$ cat config.mk
export PLATFORM = sky130hd
export DESIGN_NAME = bresenham_line_rasterizer_flat
export DESIGN_NICKNAME = d
export VERILOG_FILES = /design/src/rtl/core/bres_pkg.sv /design/src/rtl/core/bres_if.sv /design/src/rtl/core/bres_setup.sv /design/src/rtl/core/bres_core.sv /design/src/rtl/core/bresenham_line_rasterizer.sv /design/src/flat_wrapper.sv
export SDC_FILE = /design/constraint.sdc
export NUM_CORES = 1
export LEC_CHECK = 0
export BUFFER_PORTS_ARGS = -buffer_cell sky130_fd_sc_hd__buf_2
export CORE_ASPECT_RATIO = 1.2
export CORE_MARGIN = 1
export CORE_UTILIZATION = 50
export DETAILED_ROUTE_END_ITERATION = 8
export PLACE_DENSITY_LB_ADDON = 0.3
export SYNTH_ARGS = -nofsm -noshare
export SYNTH_HDL_FRONTEND = slang
export SYNTH_SLANG_ARGS = --single-unit
$ cat constraint.sdc
create_clock -name clk -period 12.3 [get_ports clk]
set_input_delay 2.46 -clock clk [delete_from_list [all_inputs] [get_ports clk]]
set_output_delay 2.46 -clock clk [all_outputs]
set_load 0.05 [all_outputs]
$ cat src/rtl/core/bres_pkg.sv
// Shared types, constants and helpers for the Bresenham line rasteriser.
package bres_pkg;

  // Screen geometry
  localparam int SCREEN_WIDTH  = 320;
  localparam int SCREEN_HEIGHT = 200;

  // Field and state widths
  localparam int X_W      = 9;
  localparam int Y_W      = 8;
  localparam int COLOUR_W = 8;
  localparam int ADDR_W   = 16;
  localparam int ERR_W    = 11;
  localparam int STEPS_W  = 9;
  localparam int MINOR_W  = 10;

  localparam logic [X_W-1:0] X_MAX = X_W'(SCREEN_WIDTH - 1);
  localparam logic [Y_W-1:0] Y_MAX = Y_W'(SCREEN_HEIGHT - 1);

  typedef enum logic {
    OP_START = 1'b0,
    OP_STEP  = 1'b1
  } opcode_t;

  // Registered command beat
  typedef struct packed {
    opcode_t             opcode;
    logic [X_W-1:0]      start_x;
    logic [Y_W-1:0]      start_y;
    logic [X_W-1:0]      end_x;
    logic [Y_W-1:0]      end_y;
    logic [COLOUR_W-1:0] pen_colour;
  } cmd_item_t;

  // Line set-up values derived from a start command
  typedef struct packed {
    logic [X_W-1:0]          x0;
    logic [Y_W-1:0]          y0;
    logic                    step_left;
    logic                    x_major;
    logic [STEPS_W-1:0]      steps;
    logic [MINOR_W-1:0]      minor_twice;
    logic signed [ERR_W-1:0] minor_minus_major_twice;
    logic signed [ERR_W-1:0] error_init;
    logic [COLOUR_W-1:0]     colour;
  } line_setup_t;

  // Result beat
  typedef struct packed {
    logic                pixel_valid;
    logic [X_W-1:0]      pixel_x;
    logic [Y_W-1:0]      pixel_y;
    logic [ADDR_W-1:0]   pixel_address;
    logic [COLOUR_W-1:0] pixel_colour;
    logic                is_last;
  } pix_item_t;

  // Linear framebuffer offset, y * width + x (constant multiply)
  function automatic logic [ADDR_W-1:0] pixel_addr(input logic [X_W-1:0] x,
                                                   input logic [Y_W-1:0] y);
    logic [ADDR_W-1:0] row;
    row = ADDR_W'(y) * ADDR_W'(SCREEN_WIDTH);
    return row + ADDR_W'(x);
  endfunction

endpackage

$ cat src/rtl/core/bres_if.sv
// Valid/ready channel interfaces for command and pixel beats.
interface bres_cmd_if import bres_pkg::*; ();
  logic                valid;
  logic                ready;
  logic                opcode;
  logic [X_W-1:0]      start_x;
  logic [Y_W-1:0]      start_y;
  logic [X_W-1:0]      end_x;
  logic [Y_W-1:0]      end_y;
  logic [COLOUR_W-1:0] pen_colour;

  modport source (output valid, opcode, start_x, start_y, end_x, end_y, pen_colour,
                  input ready);
  modport sink   (input valid, opcode, start_x, start_y, end_x, end_y, pen_colour,
                  output ready);
endinterface

interface bres_pix_if import bres_pkg::*; ();
  logic                valid;
  logic                ready;
  logic                pixel_valid;
  logic [X_W-1:0]      pixel_x;
  logic [Y_W-1:0]      pixel_y;
  logic [ADDR_W-1:0]   pixel_address;
  logic [COLOUR_W-1:0] pixel_colour;
  logic                is_last;

  modport source (output valid, pixel_valid, pixel_x, pixel_y, pixel_address,
                  pixel_colour, is_last,
                  input ready);
  modport sink   (input valid, pixel_valid, pixel_x, pixel_y, pixel_address,
                  pixel_colour, is_last,
                  output ready);
endinterface

$ cat src/rtl/core/bres_setup.sv
// Start-command set-up: clamp, order endpoints, deltas and octant choice.
module bres_setup import bres_pkg::*; (
  input  cmd_item_t   item,
  output line_setup_t setup
);

  logic [X_W-1:0]     sx, ex, x0, x1;
  logic [Y_W-1:0]     sy, ey, y0, y1;
  logic signed [X_W:0] dx;
  logic [X_W-1:0]     adx;
  logic [Y_W-1:0]     dy;
  logic               x_major;
  logic [X_W-1:0]     major;
  logic [Y_W-1:0]     minor;

  // Clamp to the screen
  assign sx = (item.start_x > X_MAX) ? X_MAX : item.start_x;
  assign ex = (item.end_x   > X_MAX) ? X_MAX : item.end_x;
  assign sy = (item.start_y > Y_MAX) ? Y_MAX : item.start_y;
  assign ey = (item.end_y   > Y_MAX) ? Y_MAX : item.end_y;

  // Order so that y grows along the line
  always_comb begin
    if (sy > ey) begin
      x0 = ex; y0 = ey; x1 = sx; y1 = sy;
    end else begin
      x0 = sx; y0 = sy; x1 = ex; y1 = ey;
    end
  end

  // Deltas; equal deltas fall to y-major
  assign dx      = $signed({1'b0, x1}) - $signed({1'b0, x0});
  assign adx     = dx[X_W] ? X_W'(-dx) : dx[X_W-1:0];
  assign dy      = y1 - y0;
  assign x_major = adx > X_W'(dy);
  assign major   = x_major ? adx : X_W'(dy);
  // minor never exceeds dy, so it fits the y width
  assign minor   = x_major ? dy : adx[Y_W-1:0];

  always_comb begin
    setup.x0          = x0;
    setup.y0          = y0;
    setup.step_left   = dx[X_W] || (dx == '0);
    setup.x_major     = x_major;
    setup.steps       = STEPS_W'(major);
    setup.minor_twice = {1'b0, minor, 1'b0};
    setup.minor_minus_major_twice = $signed({2'b00, minor, 1'b0})
                                  - $signed({1'b0, major, 1'b0});
    setup.error_init  = $signed({2'b00, minor, 1'b0}) - $signed({2'b00, major});
    setup.colour      = item.pen_colour;
  end

endmodule

$ cat src/rtl/core/bres_core.sv
// Line state registers, per-pixel step logic and the result register.
module bres_core import bres_pkg::*; (
  input  logic           clk,
  input  logic           rst,
  input  logic           item_valid,
  input  cmd_item_t      item,
  output logic           item_ready,
  bres_pix_if.source     pixel
);

  line_setup_t setup;

  // Line state
  logic                    line_active, line_active_next;
  logic [X_W-1:0]          cur_x, cur_x_next;
  logic [Y_W-1:0]          cur_y, cur_y_next;
  logic signed [ERR_W-1:0] error_term, error_term_next;
  logic [STEPS_W-1:0]      steps_left, steps_left_next;
  logic [MINOR_W-1:0]      minor_twice, minor_twice_next;
  logic signed [ERR_W-1:0] minor_minus_major_twice, minor_minus_major_twice_next;
  logic                    x_major, x_major_next;
  logic                    step_left, step_left_next;
  logic [COLOUR_W-1:0]     line_colour, line_colour_next;

  // Result register
  logic      res_valid;
  pix_item_t res, res_next;
  logic      fire;
  logic      err_pos, move_x, move_y;

  bres_setup u_setup (
    .item  (item),
    .setup (setup)
  );

  assign item_ready = !res_valid || pixel.ready;
  assign fire       = item_valid && item_ready;

  assign err_pos = !error_term[ERR_W-1];
  assign move_x  = x_major || err_pos;
  assign move_y  = !x_major || err_pos;

  // Next line state and result beat
  always_comb begin
    line_active_next             = line_active;
    cur_x_next                   = cur_x;
    cur_y_next                   = cur_y;
    error_term_next              = error_term;
    steps_left_next              = steps_left;
    minor_twice_next             = minor_twice;
    minor_minus_major_twice_next = minor_minus_major_twice;
    x_major_next                 = x_major;
    step_left_next               = step_left;
    line_colour_next             = line_colour;
    res_next                     = '0;

    if (item.opcode == OP_START) begin
      cur_x_next                   = setup.x0;
      cur_y_next                   = setup.y0;
      error_term_next              = setup.error_init;
      steps_left_next              = setup.steps;
      minor_twice_next             = setup.minor_twice;
      minor_minus_major_twice_next = setup.minor_minus_major_twice;
      x_major_next                 = setup.x_major;
      step_left_next               = setup.step_left;
      line_colour_next             = setup.colour;
      line_active_next             = (setup.steps != '0);
    end else if (line_active) begin
      if (move_x) begin
        cur_x_next = step_left ? cur_x - 1'b1 : cur_x + 1'b1;
      end
      if (move_y) begin
        cur_y_next = cur_y + 1'b1;
      end
      error_term_next  = err_pos ? error_term + minor_minus_major_twice
                                 : error_term + $signed({1'b0, minor_twice});
      steps_left_next  = steps_left - 1'b1;
      line_active_next = (steps_left_next != '0);
    end

    // Pixel out unless a step arrives with no line running
    if (item.opcode == OP_START || line_active) begin
      res_next.pixel_valid   = 1'b1;
      res_next.pixel_x       = cur_x_next;
      res_next.pixel_y       = cur_y_next;
      res_next.pixel_address = pixel_addr(cur_x_next, cur_y_next);
      res_next.pixel_colour  = line_colour_next;
      res_next.is_last       = (steps_left_next == '0);
    end
  end

  // Control state
  always_ff @(posedge clk) begin
    if (rst) begin
      line_active             <= 1'b0;
      cur_x                   <= '0;
      cur_y                   <= '0;
      error_term              <= '0;
      steps_left              <= '0;
      minor_twice             <= '0;
      minor_minus_major_twice <= '0;
      x_major                 <= 1'b0;
      step_left               <= 1'b0;
      line_colour             <= '0;
    end else if (fire) begin
      line_active             <= line_active_next;
      cur_x                   <= cur_x_next;
      cur_y                   <= cur_y_next;
      error_term              <= error_term_next;
      steps_left              <= steps_left_next;
      minor_twice             <= minor_twice_next;
      minor_minus_major_twice <= minor_minus_major_twice_next;
      x_major                 <= x_major_next;
      step_left               <= step_left_next;
      line_colour             <= line_colour_next;
    end
  end

  // Result beat valid
  always_ff @(posedge clk) begin
    if (rst) begin
      res_valid <= 1'b0;
    end else if (item_ready) begin
      res_valid <= item_valid;
    end
  end

  // Result payload
  always_ff @(posedge clk) begin
    if (fire) begin
      res <= res_next;
    end
  end

  assign pixel.valid         = res_valid;
  assign pixel.pixel_valid   = res.pixel_valid;
  assign pixel.pixel_x       = res.pixel_x;
  assign pixel.pixel_y       = res.pixel_y;
  assign pixel.pixel_address = res.pixel_address;
  assign pixel.pixel_colour  = res.pixel_colour;
  assign pixel.is_last       = res.is_last;

  // Active flag tracks the remaining step count
  a_active_matches_steps: assert property (@(posedge clk) disable iff (rst)
    line_active == (steps_left != '0))
    else $error("line_active disagrees with steps_left");

  // A step with no line running leaves the line state alone
  a_idle_step_holds: assert property (@(posedge clk) disable iff (rst)
    fire && item.opcode == OP_STEP && !line_active
    |=> $stable(cur_x) && $stable(cur_y) && $stable(error_term))
    else $error("idle step disturbed line state");

  // The last pixel of a line ends it
  a_last_ends_line: assert property (@(posedge clk) disable iff (rst)
    fire && res_next.pixel_valid && res_next.is_last |=> !line_active)
    else $error("line still active after last pixel");

  // An empty result carries zero fields
  a_empty_is_zero: assert property (@(posedge clk) disable iff (rst)
    res_valid && !res.pixel_valid
    |-> res.pixel_x == '0 && res.pixel_address == '0 && !res.is_last)
    else $error("empty result carries data");

endmodule

$ cat src/rtl/core/bresenham_line_rasterizer.sv
// Bresenham line rasteriser top level: command register feeding the step core.
// A command beat passes through the command register and then the result register to the pixel side.
// Throughput: one command and one pixel beat per cycle unless pixel.ready stalls; the single step
// add and compare in the core, between the command register and the result register, sets this.
// Reset (rst, synchronous): no line active, both registers empty, state cleared.
module bresenham_line_rasterizer import bres_pkg::*; (
  input  logic       clk,
  input  logic       rst,
  bres_cmd_if.sink   cmd,
  bres_pix_if.source pixel
);

  logic      in_valid;
  cmd_item_t in_item;
  logic      core_ready;

  assign cmd.ready = !in_valid || core_ready;

  // Command register valid
  always_ff @(posedge clk) begin
    if (rst) begin
      in_valid <= 1'b0;
    end else if (cmd.ready) begin
      in_valid <= cmd.valid;
    end
  end

  // Command register payload
  always_ff @(posedge clk) begin
    if (cmd.valid && cmd.ready) begin
      in_item.opcode     <= opcode_t'(cmd.opcode);
      in_item.start_x    <= cmd.start_x;
      in_item.start_y    <= cmd.start_y;
      in_item.end_x      <= cmd.end_x;
      in_item.end_y      <= cmd.end_y;
      in_item.pen_colour <= cmd.pen_colour;
    end
  end

  bres_core u_core (
    .clk        (clk),
    .rst        (rst),
    .item_valid (in_valid),
    .item       (in_item),
    .item_ready (core_ready),
    .pixel      (pixel)
  );

endmodule

$ cat src/flat_wrapper.sv
// flat-port wrapper written by rule: the top's interface ports become plain ports
module bresenham_line_rasterizer_flat import bres_pkg::*;
  (clk, rst, cmd_valid, cmd_opcode, cmd_start_x, cmd_start_y, cmd_end_x, cmd_end_y, cmd_pen_colour, cmd_ready, pixel_valid, pixel_pixel_valid, pixel_pixel_x, pixel_pixel_y, pixel_pixel_address, pixel_pixel_colour, pixel_is_last, pixel_ready);
  bres_cmd_if cmd_i ();
  bres_pix_if pixel_i ();
  input  logic clk;
  input  logic rst;
  input wire logic [$bits(cmd_i.valid)-1:0] cmd_valid;
  input wire logic [$bits(cmd_i.opcode)-1:0] cmd_opcode;
  input wire logic [$bits(cmd_i.start_x)-1:0] cmd_start_x;
  input wire logic [$bits(cmd_i.start_y)-1:0] cmd_start_y;
  input wire logic [$bits(cmd_i.end_x)-1:0] cmd_end_x;
  input wire logic [$bits(cmd_i.end_y)-1:0] cmd_end_y;
  input wire logic [$bits(cmd_i.pen_colour)-1:0] cmd_pen_colour;
  output wire logic [$bits(cmd_i.ready)-1:0] cmd_ready;
  output wire logic [$bits(pixel_i.valid)-1:0] pixel_valid;
  output wire logic [$bits(pixel_i.pixel_valid)-1:0] pixel_pixel_valid;
  output wire logic [$bits(pixel_i.pixel_x)-1:0] pixel_pixel_x;
  output wire logic [$bits(pixel_i.pixel_y)-1:0] pixel_pixel_y;
  output wire logic [$bits(pixel_i.pixel_address)-1:0] pixel_pixel_address;
  output wire logic [$bits(pixel_i.pixel_colour)-1:0] pixel_pixel_colour;
  output wire logic [$bits(pixel_i.is_last)-1:0] pixel_is_last;
  input wire logic [$bits(pixel_i.ready)-1:0] pixel_ready;
  assign cmd_i.valid = cmd_valid;
  assign cmd_i.opcode = cmd_opcode;
  assign cmd_i.start_x = cmd_start_x;
  assign cmd_i.start_y = cmd_start_y;
  assign cmd_i.end_x = cmd_end_x;
  assign cmd_i.end_y = cmd_end_y;
  assign cmd_i.pen_colour = cmd_pen_colour;
  assign cmd_ready = cmd_i.ready;
  assign pixel_valid = pixel_i.valid;
  assign pixel_pixel_valid = pixel_i.pixel_valid;
  assign pixel_pixel_x = pixel_i.pixel_x;
  assign pixel_pixel_y = pixel_i.pixel_y;
  assign pixel_pixel_address = pixel_i.pixel_address;
  assign pixel_pixel_colour = pixel_i.pixel_colour;
  assign pixel_is_last = pixel_i.is_last;
  assign pixel_i.ready = pixel_ready;
  bresenham_line_rasterizer u_core (.clk(clk), .rst(rst), .cmd(cmd_i), .pixel(pixel_i));
endmodule
# Yosys cells after proc, flatten, opt, wreduce, memory -nomap -nowiden
# Index checks and enable logic that the tools add are counted.
[totals]
register_bits = 155
input_bits = 47
elab_cells = 90
[op_classes]
add_sub_neg = 12
n_mul = 1
order_cmp = 6
eq_ne = 1
muxes = 27
bitwise = 1
n_reduce_logical = 18
[op_table]
columns = ["operator", "n"]
rows = [
  ["$mux 9", 12],
  ["$mux 8", 9],
  ["$mux 43", 1],
  ["$mux 11", 3],
  ["$sub 9x9->10", 2],
  ["$gt 9x9->1 const B", 2],
  ["$reduce_bool 9->1", 2],
  ["$sub 9x1->9 const B", 2],
  ["$add 16x9->16", 1],
  ["$gt 8x8->1 const B", 2],
  ["$add 11x10->11", 1],
  ["$add 11x11->11", 1],
  ["$sub 9x10->11", 1],
  ["$logic_not 10->1", 1],
  ["$mul 8x3->10 const B", 1],
  ["$add 9x1->9 const B", 1],
  ["$gt 9x8->1", 1],
  ["$logic_not 9->1", 1],
  ["$neg 9->9", 1],
  ["$add 8x1->8 const B", 1],
  ["$gt 8x8->1", 1],
  ["$sub 8x8->8", 1],
  ["$logic_or 1x1->1", 6],
  ["$logic_not 1->1", 4],
  ["5 further kinds", 8],
]

# Longest topological paths before layout
# Gate-level depths: netlist of the first run.
[depth]
depth_word = 12
depth_mapped = 44

# Modules after synthesis
# Synthesis of the first run repeated with hierarchy kept, for this count alone.
[unflattened]
hier_cells = 1254
hier_area_um2 = 10765.3
[by_module_without_submodules]
columns = ["module", "n_inst", "cells_per_inst", "area_each_um2", "seq_area_each_um2"]
rows = [
  ["bres_core", 1, 742, 6268.5, 2512.4],
  ["bres_setup", 1, 464, 3150.5, 0.0],
  ["bresenham_line_rasterizer", 1, 48, 1346.3, 1311.3],
]

# Worst setup path before layout of the first run
# Ideal clock, no wire load.
[synth_timing]
kind = "register -> register"
startpoint = "reg u_core.in_item[30] (netlist name)"
endpoint = "reg u_core.u_core.error_term[8]"
setup_ps = 132
arrival_ps = 8719
t_required_ps = 12168
slack_ps = 3449
path_stages_with_launch = 42
n_path_buf = 8
path_cell_list = "edfxtp_1 -> o311a_1 -> nor2_2 -> inv_1 -> ha_1 -> nor2b_1 -> o211ai_1 -> and3_1 -> buf_4 -> or2_1 -> buf_6 -> clkbuf_1 -> buf_1 -> clkbuf_1 -> a21oi_1 -> fa_1 -> a21o_1 -> a221oi_2 -> [6 not listed] -> clkbuf_1 -> nand3_1 -> o21ai_0 -> o211a_4 -> buf_4 -> clkbuf_1 -> a21oi_1 -> fa_1 -> a21o_1 -> a21oi_1 -> o21bai_1 -> a21oi_1 -> o21bai_1 -> a21oi_1 -> xor2_1 -> nor2_1 -> a211oi_1 -> nor3_1"
[synth_lines]
columns = ["element", "line", "text"]
rows = [
  ["start: declaration", "bresenham_line_rasterizer.sv:14", "cmd_item_t in_item;"],
  ["end signal: assignment", "bres_core.sv:109", "error_term <= error_term_next;"],
  ["end: declaration", "bres_core.sv:17", "logic signed [ERR_W-1:0] error_term, error_term_next;"],
]

# Worst setup path in the final report of the first run
[layout_timing]
startpoint = "reg u_core.in_item[30] (netlist name)"
endpoint = "reg u_core.u_core.error_term[8]"
[layout_between]
elab_chain_cells = 11
word_cells_on_any_way = 16
classes_between = "add/sub (4); order compare (3); mux (9)"
[layout_rtl]
columns = ["element", "line", "text"]
rows = [
  ["$gt 8x8->1", "bres_setup.sv:19", "assign sy = (item.start_y > Y_MAX) ? Y_MAX : item.start_y;"],
  ["$mux 8 *", "bres_setup.sv:19", ""],
  ["$gt 8x8->1", "bres_setup.sv:24", "if (sy > ey) begin"],
  ["$mux 9", "bres_setup.sv:24", ""],
  ["$sub 9x9->10", "bres_setup.sv:32", "assign dx = $signed({1'b0, x1}) - $signed({1'b0, x0});"],
  ["$neg 9->9", "bres_setup.sv:33", "assign adx = dx[X_W] ? X_W'(-dx) : dx[X_W-1:0];"],
  ["$mux 9", "bres_setup.sv:33", ""],
  ["$gt 9x8->1", "bres_setup.sv:35", "assign x_major = adx > X_W'(dy);"],
  ["$mux 8 or $mux 9 (tied branches)", "bres_setup.sv:38, bres_setup.sv:36", ""],
  ["$sub 9x9->10 *", "bres_setup.sv:49", "setup.error_init = $signed({2'b00, minor, 1'b0}) - $signed({2'b00, major});"],
  ["$mux 11 *", "bres_core.sv:57", "if (item.opcode == OP_START) begin"],
]
# Every way passes the cells marked *; elsewhere a longest branch is shown, timed or not.
# A chain may end at the register's enable or synchronous reset.

==> metrics.yaml, run 1 <==
outcome:
  status: "finished clean"
drt:
  drc: 0
  drt-total-wl_mm: 23.7
  wl_per_cell_um: 16.0
  vias_per_cell: 5.68
  firstDrtPassIters: 5
  drt-initial-drc-count: 556
  ant_nets: 0
  num_vias: 8422
clock_tree:
  post_cts_resized: 0
  holdBufCountCts: 0
  cts-root-buf: "clkbuf_16"
  htree_levels: 4
  clk_latency_ps: 440
  tritoncts: "yes"
  clock_sinks: 147
  ctsLongestPathBuffers: 2
  post-cts-setup-buffers: 0
  cts_inserted_buffers: 17
  clk_pin_slew_ps: 60
power_and_ir_drop:
  power.internal_uw: 1600
  clockPowerShare: 0.168
  switching_share: 0.468
  combPwrFrac: 0.633
  pwr-share-seq: 0.200
  vdd_drop_max_mv: 0.231
  cellPowerDensity_nw_per_um2: 267
  p_sw_uw: 1400
  power.total_uw: 3000
  leakagePower_uw: 0.00456
sta:
  post-route-min-period_ps: 9520
  maxSlewHeadroom: 0.294
  hold_violations: 0
  slew_violations: 0
  max_slew.worst_pin.slew_ps: 1050
  setup-tns-final_ps: 0
  rsz0062_at_grt: "false"
  clock_skew_ps: 13.5
  finalCritPeriodShare: 0.774
  setup_viol: 0
  timing.fmax_mhz: 105
logic_synthesis:
  synth_edf_count: 80
  synth-seq-area-share: 0.371
  synth_ff_type: "edfxtp_1"
  ys.warnings.count: 0
  synth_area_leader_cell: "edfxtp_1"
  yosysUniqueCellTypes: 82
  synthesis.nets: 1275
  ys_ff_latch: 147
  avgSynthCellArea_sq_um: 8.77
  synth.most_common_cell: "nor2_1"
  yosysTopAreaCellShare: 0.238
  synth_common_cells: "nor2_1 (120), nand2_1 (118), a21oi_1 (109), edfxtp_1 (80), ha_1 (71)"
  async_reset_ff_frac: 0
  synthCells: 1151
  yosys-top-cells-area: "edfxtp_1 (24%), dfxtp_1 (13%), ha_1 (8.8%)"
  synth_area_sq_um: 10100
global_route:
  antenna_found_initial: 0
  grt_pass1_vias: 7806
  track_usage: 0.234
  grt_max_degree: 82
  overflow: 0
  grt_pass1_wl_mm: 38.5
worst_hold_path:
  min_to: "u_core.u_core.minor_twice[5]"
  min_from: "u_core.u_core.minor_twice[5]"
  holdPathStages: 2
  holdCritPathClass: "reg2reg"
placed_design:
  portBuffers: 91
  place_congestion: 0.923
  dp_hpwl_mm: 17.3
floorplan:
  start_util: 0.513
  die_h_um: 158
  die_width_um: 132
  ioPinCount: 92
  dieArea_sq_um: 20800
  coreArea_sq_um: 19700
  rows: 56
layout:
  multiInputGateArea_sq_um: 5840
  regArea_sq_um: 3740
  fin_util: 0.571
  syn_to_final_growth_pct: 11.3
  num_antenna_cells: 0
  drive_above_1_share: 0.154
  final.fill_count: 1772
  fin_nets: 1333
worst_setup_path:
  crit_fanout: 28
  slowest_delay_ps: 780
  critPathCaptureType: "flop"
  reg2reg_depth: 36
  worstPathRequired_ps: 12580
  criticalPathCategory: "reg2reg"
  cp_common_cell: "a21oi_1"
  cp.arrival_ps: 9800
  r2r_start: "u_core.in_item[30]"
  worst_path_max_delay_cell: "or2_1"
  start_kind: "flop"
  reg2reg_slack_ps: 2780
  reg2reg_to: "u_core.u_core.error_term[8]"
job:
  max-cap-violations: 0
[cells by family after synthesis]
family / share of synthesized area
buffers and inverters: 0.0517
AOI/OAI and AO/OA: 0.192
and+or+nand+nor: 0.193
adders and majority gates: 0.0999
muxes: 0.0375
xor gates and xnor gates: 0.0545
DFF: 0.371
[metrics by stage]
stage,cell area [sq um],hold WS [ps],instances,worst slack [ps]
2_1_floorplan,10100,429,1151,3450
3_3_place_gp,10700,442,1451,3180
3_5_place_dp,10700,445,1451,2880
4_1_cts,11200,453,1483,2830
5_1_grt,11200,466,1483,2010
6_report,11200,450,1483,2780
[worst max-delay path, delay by kind of cell (launching register included)]
family          cells  cell delay [ps]
xor+xnor            3              700
fa+ha+maj           5             1800
mux                 1              450
buf+inv             3              310
simple gates        9             2020
flops               1              370
compound gates     15             3710
[flip-flops by register name, summed over array words and instances, names as in the netlist, 9 cells and up]
signal and count:
u_core.u_core.error_term 10, u_core.u_core.pixel.pixel_address 10, u_core.u_core.steps_left 9, u_core.u_core.minor_minus_major_twice 10, u_core.u_core.pixel.pixel_x 9, u_core.u_core.cur_x 9, u_core.in_item 43
[per-layer routing]
metal / wire [um] / vias to the layer above / global-route usage
met1: 10800 / 3928 / 0.289
met4: 714 / 0 / 0.0986
met3: 1040 / 54 / 0.0474
li1: - / 4225 / -
met5: 0 / - / 0
met2: 11200 / 215 / 0.398
[power by group through the flow]
stage	registers [uW]	clock network (uW)	logic, uW
2_1_floorplan	630	0	1470
3_3_place_gp	609	0	1860
3_5_place_dp	610	0	1870
4_1_cts	600	510	1890
5_1_grt	605	531	2110
6_report	600	503	1900
[area by class of cell]
cell class                      count  area share
Multi-Input combinational cell    876       0.519
Sequential cell                   147       0.333
Timing Repair Buffer              100      0.0465
Clock buffer                       18      0.0382
Tap cell                          261      0.0291
Inverter                           67      0.0224
Clock inverter                     14      0.0116
[worst max-delay path by stage]
stage          slack (ps)  cells past startpoint                           to               start
6_report             2780                     36  u_core.u_core.error_term[8]  u_core.in_item[30]
3_5_place_dp         2880                     36  u_core.u_core.error_term[8]  u_core.in_item[30]
5_1_grt              2010                     37  u_core.u_core.error_term[8]  u_core.in_item[30]
3_3_place_gp         3180                     36  u_core.u_core.error_term[8]  u_core.in_item[30]
2_1_floorplan        3450                     41  u_core.u_core.error_term[8]  u_core.in_item[30]
4_1_cts              2830                     36  u_core.u_core.error_term[8]  u_core.in_item[30]
[cell usage in the layout (no fill, tap or decap), types with 8 or more instances in the layout]
cell type and count:
nor2_1 119, nand2_1 118, a21oi_1 109, buf_2 91, edfxtp_1 80, ha_1 71, dfxtp_1 67, inv_1 65
o21ai_0 49, xnor2_1 36, nor3_1 32, nand3_1 32, a211oi_1 26, xor2_1 25, and2_1 22, mux2_2 20
clkbuf_16 17, nor2b_1 16, nand2b_1 13, a21o_1 13, o21bai_1 13, mux2i_1 9, buf_4 9, and3_1 8
nand4_1 8
Power figures use the tool's default switching activity.
==> run 2, diff against run 1 <==
--- a/config.mk
+++ b/config.mk
@@ -5,6 +5,7 @@
 export SDC_FILE = /design/constraint.sdc
 export NUM_CORES = 1
 export LEC_CHECK = 0
+export ABC_AREA = 1
 export BUFFER_PORTS_ARGS = -buffer_cell sky130_fd_sc_hd__buf_2
 export CORE_ASPECT_RATIO = 1.2
 export CORE_MARGIN = 1
==> constraint.sdc (replaced) <==
create_clock -name clk -period 9.6 [get_ports clk]
set_input_delay 1.92 -clock clk [delete_from_list [all_inputs] [get_ports clk]]
set_output_delay 1.92 -clock clk [all_outputs]
set_load 0.05 [all_outputs]
==> metrics.yaml, run 2 <==
logic_synthesis:
  synth_edf_count: 80  # unchanged
  synth_ff_type: "edfxtp_1"  # unchanged
  async_reset_ff_frac: 0  # unchanged
  yosysUniqueCellTypes: 49  # was 82
  synth_area_sq_um: 10200  # was 10100 sq um
  synth-seq-area-share: 0.366  # was 0.371
  synthCells: 1397  # was 1151
  yosysTopAreaCellShare: 0.235  # was 0.238
  avgSynthCellArea_sq_um: 7.33  # was 8.77 sq um
  ys_ff_latch: 147  # unchanged
  yosys-top-cells-area: "edfxtp_1 (23%), dfxtp_1 (13%), nand2_1 (11%)"  # was edfxtp_1 (24%), dfxtp_1 (13%), ha_1 (8.8%)
  synth.most_common_cell: "nand2_1"  # was nor2_1
  ys.warnings.count: 0  # unchanged
  synth_area_leader_cell: "edfxtp_1"  # unchanged
  synth_common_cells: "nand2_1 (290), inv_1 (246), nor2_1 (128), o21ai_0 (113), a21oi_1 (81)"  # was nor2_1 (120), nand2_1 (118), a21oi_1 (109), edfxtp_1 (80), ha_1 (71)
  synthesis.nets: 1521  # was 1275
sta:
  max_slew.worst_pin.slew_ps: 987  # was 1050 ps
  hold_violations: 0  # unchanged
  holdWs_ps: 496  # was 450 ps
  timing.fmax_mhz: 130  # was 105 MHz
  slew_violations: 0  # unchanged
  setup-tns-final_ps: 0  # unchanged
  post-route-min-period_ps: 7690  # was 9520 ps
  rsz0062_at_grt: "false"  # unchanged
  clock_skew_ps: 9.56  # was 13.5 ps
  finalCritPeriodShare: 0.801  # was 0.774
  setup_viol: 0  # unchanged
  maxSlewHeadroom: 0.342  # was 0.294
layout:
  fin_cells: 1739  # was 1483
  drive_above_1_share: 0.127  # was 0.154
  num_antenna_cells: 0  # unchanged
  layout_common_cells: "nand2_1 (290), inv_1 (245), nor2_1 (127), o21ai_0 (113), buf_2 (91)"  # was nor2_1 (119), nand2_1 (118), a21oi_1 (109), buf_2 (91), edfxtp_1 (80)
  final_common_cell: "nand2_1"  # was nor2_1
  regMostFlops: "u_core.in_item"  # unchanged
  largest_reg_flops: 43  # unchanged
  fin_nets: 1589  # was 1333
  syn_to_final_growth_pct: 12.3  # was 11.3%
  fin_util: 0.580  # was 0.571
floorplan:
  rows: 56  # unchanged
  start_util: 0.516  # was 0.513
  coreArea_sq_um: 19800  # was 19700 sq um
  ioPinCount: 92  # unchanged
  die_width_um: 133  # was 132 um
  die_h_um: 159  # was 158 um
  dieArea_sq_um: 21000  # was 20800 sq um
clock_tree:
  cts-root-buf: "clkbuf_16"  # unchanged
  ctsLongestPathBuffers: 2  # unchanged
  clk_latency_ps: 430  # was 440 ps
  clock_sinks: 147  # unchanged
  holdBufCountCts: 0  # unchanged
  post-cts-setup-buffers: 0  # unchanged
  cts_inserted_buffers: 17  # unchanged
  htree_levels: 4  # unchanged
  post_cts_resized: 0  # unchanged
  tritoncts: "yes"  # unchanged
  clk_pin_slew_ps: 60  # about the same
worst_setup_path:
  cp_common_cell: "nand2_1"  # was a21oi_1
  path_buf_inv: 6  # was 3
  worstPathRequired_ps: 9970  # was 12580 ps
  reg2reg_slack_ps: 1910  # was 2780 ps
  critPathCaptureType: "flop"  # unchanged
  slowest_delay_ps: 450  # was 780 ps
  criticalPathCategory: "reg2reg"  # unchanged
  path_delay_family: "simple AND/OR/NAND/NOR gates"  # was compound AO/OA/AOI/OAI gates
  cp.arrival_ps: 8070  # was 9800 ps
  start_kind: "flop"  # unchanged
  worst_path_max_delay_cell: "o21ai_0"  # was or2_1
  crit_fanout: 43  # was 28
global_route:
  overflow: 0  # unchanged
  grt_pass1_vias: 8908  # was 7806
  track_usage: 0.246  # was 0.234
  antenna_found_initial: 0  # unchanged
  grt_max_degree: 66  # was 82
  grt_pass1_wl_mm: 41.4  # was 38.5 mm
worst_hold_path:
  holdCritPathClass: "reg2reg"  # unchanged
drt:
  firstDrtPassIters: 5  # unchanged
  drt-initial-drc-count: 576  # was 556
  drt-total-wl_mm: 24.8  # was 23.7 mm
  wl_per_cell_um: 14.3  # was 16.0 um
  drc: 0  # unchanged
  ant_nets: 0  # unchanged
  num_vias: 9185  # was 8422
  vias_per_cell: 5.28  # was 5.68
placed_design:
  dp_hpwl_mm: 18.6  # was 17.3 mm
  placed_cells: 1707  # was 1451
  place_congestion: 0.911  # was 0.923
  portBuffers: 91  # unchanged
power_and_ir_drop:
  cellPowerDensity_nw_per_um2: 289  # was 267 nW/um^2
  leakagePower_uw: 0.00582  # was 0.00456 uW
  power.total_uw: 3320  # was 3000 uW
  vdd_drop_max_mv: 0.155  # was 0.231 mV
outcome:
  status: "finished clean"  # unchanged
job:
  max-cap-violations: 0  # unchanged
[run 2: cell families (layout without fill, tap and decap cells)]
| logic type | after synthesis | in the layout | share of synthesized area |
|---|---|---|---|
| adders and majority gates | 77 | 77 | 0.0985 |
| buffers and inverters | 302 | 383 | 0.116 |
| DFF | 147 | 147 | 0.366 |
| xor gates and xnor gates | 24 | 24 | 0.0205 |
| AOI/OAI and AO/OA | 264 | 264 | 0.145 |
| and+or+nand+nor | 575 | 575 | 0.247 |
| muxes | 8 | 8 | 0.00782 |
[run 2: worst paths after layout]
| kind | cells past startpoint | end | from |
|---|---|---|---|
| setup / recovery | 46 | u_core.u_core.error_term[8] | u_core.in_item[31] |
| hold reg to reg | 2 | u_core.u_core.line_colour[5] | u_core.u_core.line_colour[5] |
| hold / removal | 2 | u_core.u_core.line_colour[5] | u_core.u_core.line_colour[5] |
| setup reg to reg | 46 | u_core.u_core.error_term[8] | u_core.in_item[31] |
[run 2: area by class of cell]
type,count,area (sq um)
multi-input cells,948,5310
repair buffers,98,508
inverters,253,950
fillers,1814,8340
clock inverters,15,229
clock buffers,17,425
flip-flops and latches,147,3740
well taps,261,327
[run 2: report_power, final]
part | switching [uW] | internal [uW]
registers | 24.9 | 717
logic | 1240 | 586
clock network | 286 | 465
[run 2: routing by layer]
| metal | track usage | routed length (um) | up-vias |
|---|---|---|---|
| li1 | - | - | 4685 |
| met3 | 0.0364 | 1110 | 50 |
| met1 | 0.292 | 10700 | 4204 |
| met4 | 0.0904 | 595 | 0 |
| met5 | 0 | 0 | - |
| met2 | 0.444 | 12400 | 246 |
[run 2: through the flow]
step           instance area (sq um)  setup WS [ps]
2_1_floorplan                  10200           2750
3_3_place_gp                   10800           2190
3_5_place_dp                   10800           2070
4_1_cts                        11500           1990
5_1_grt                        11500            834
6_report                       11500           1910
[run 2: worst reg2reg max path: cells and delay by family (launching register included)]
kind	cells	cell delay, ps
compound gates	9	1570
fa+ha+maj	5	1560
flops	1	390
simple gates	25	3290
xor+xnor	1	250
buf+inv	6	570
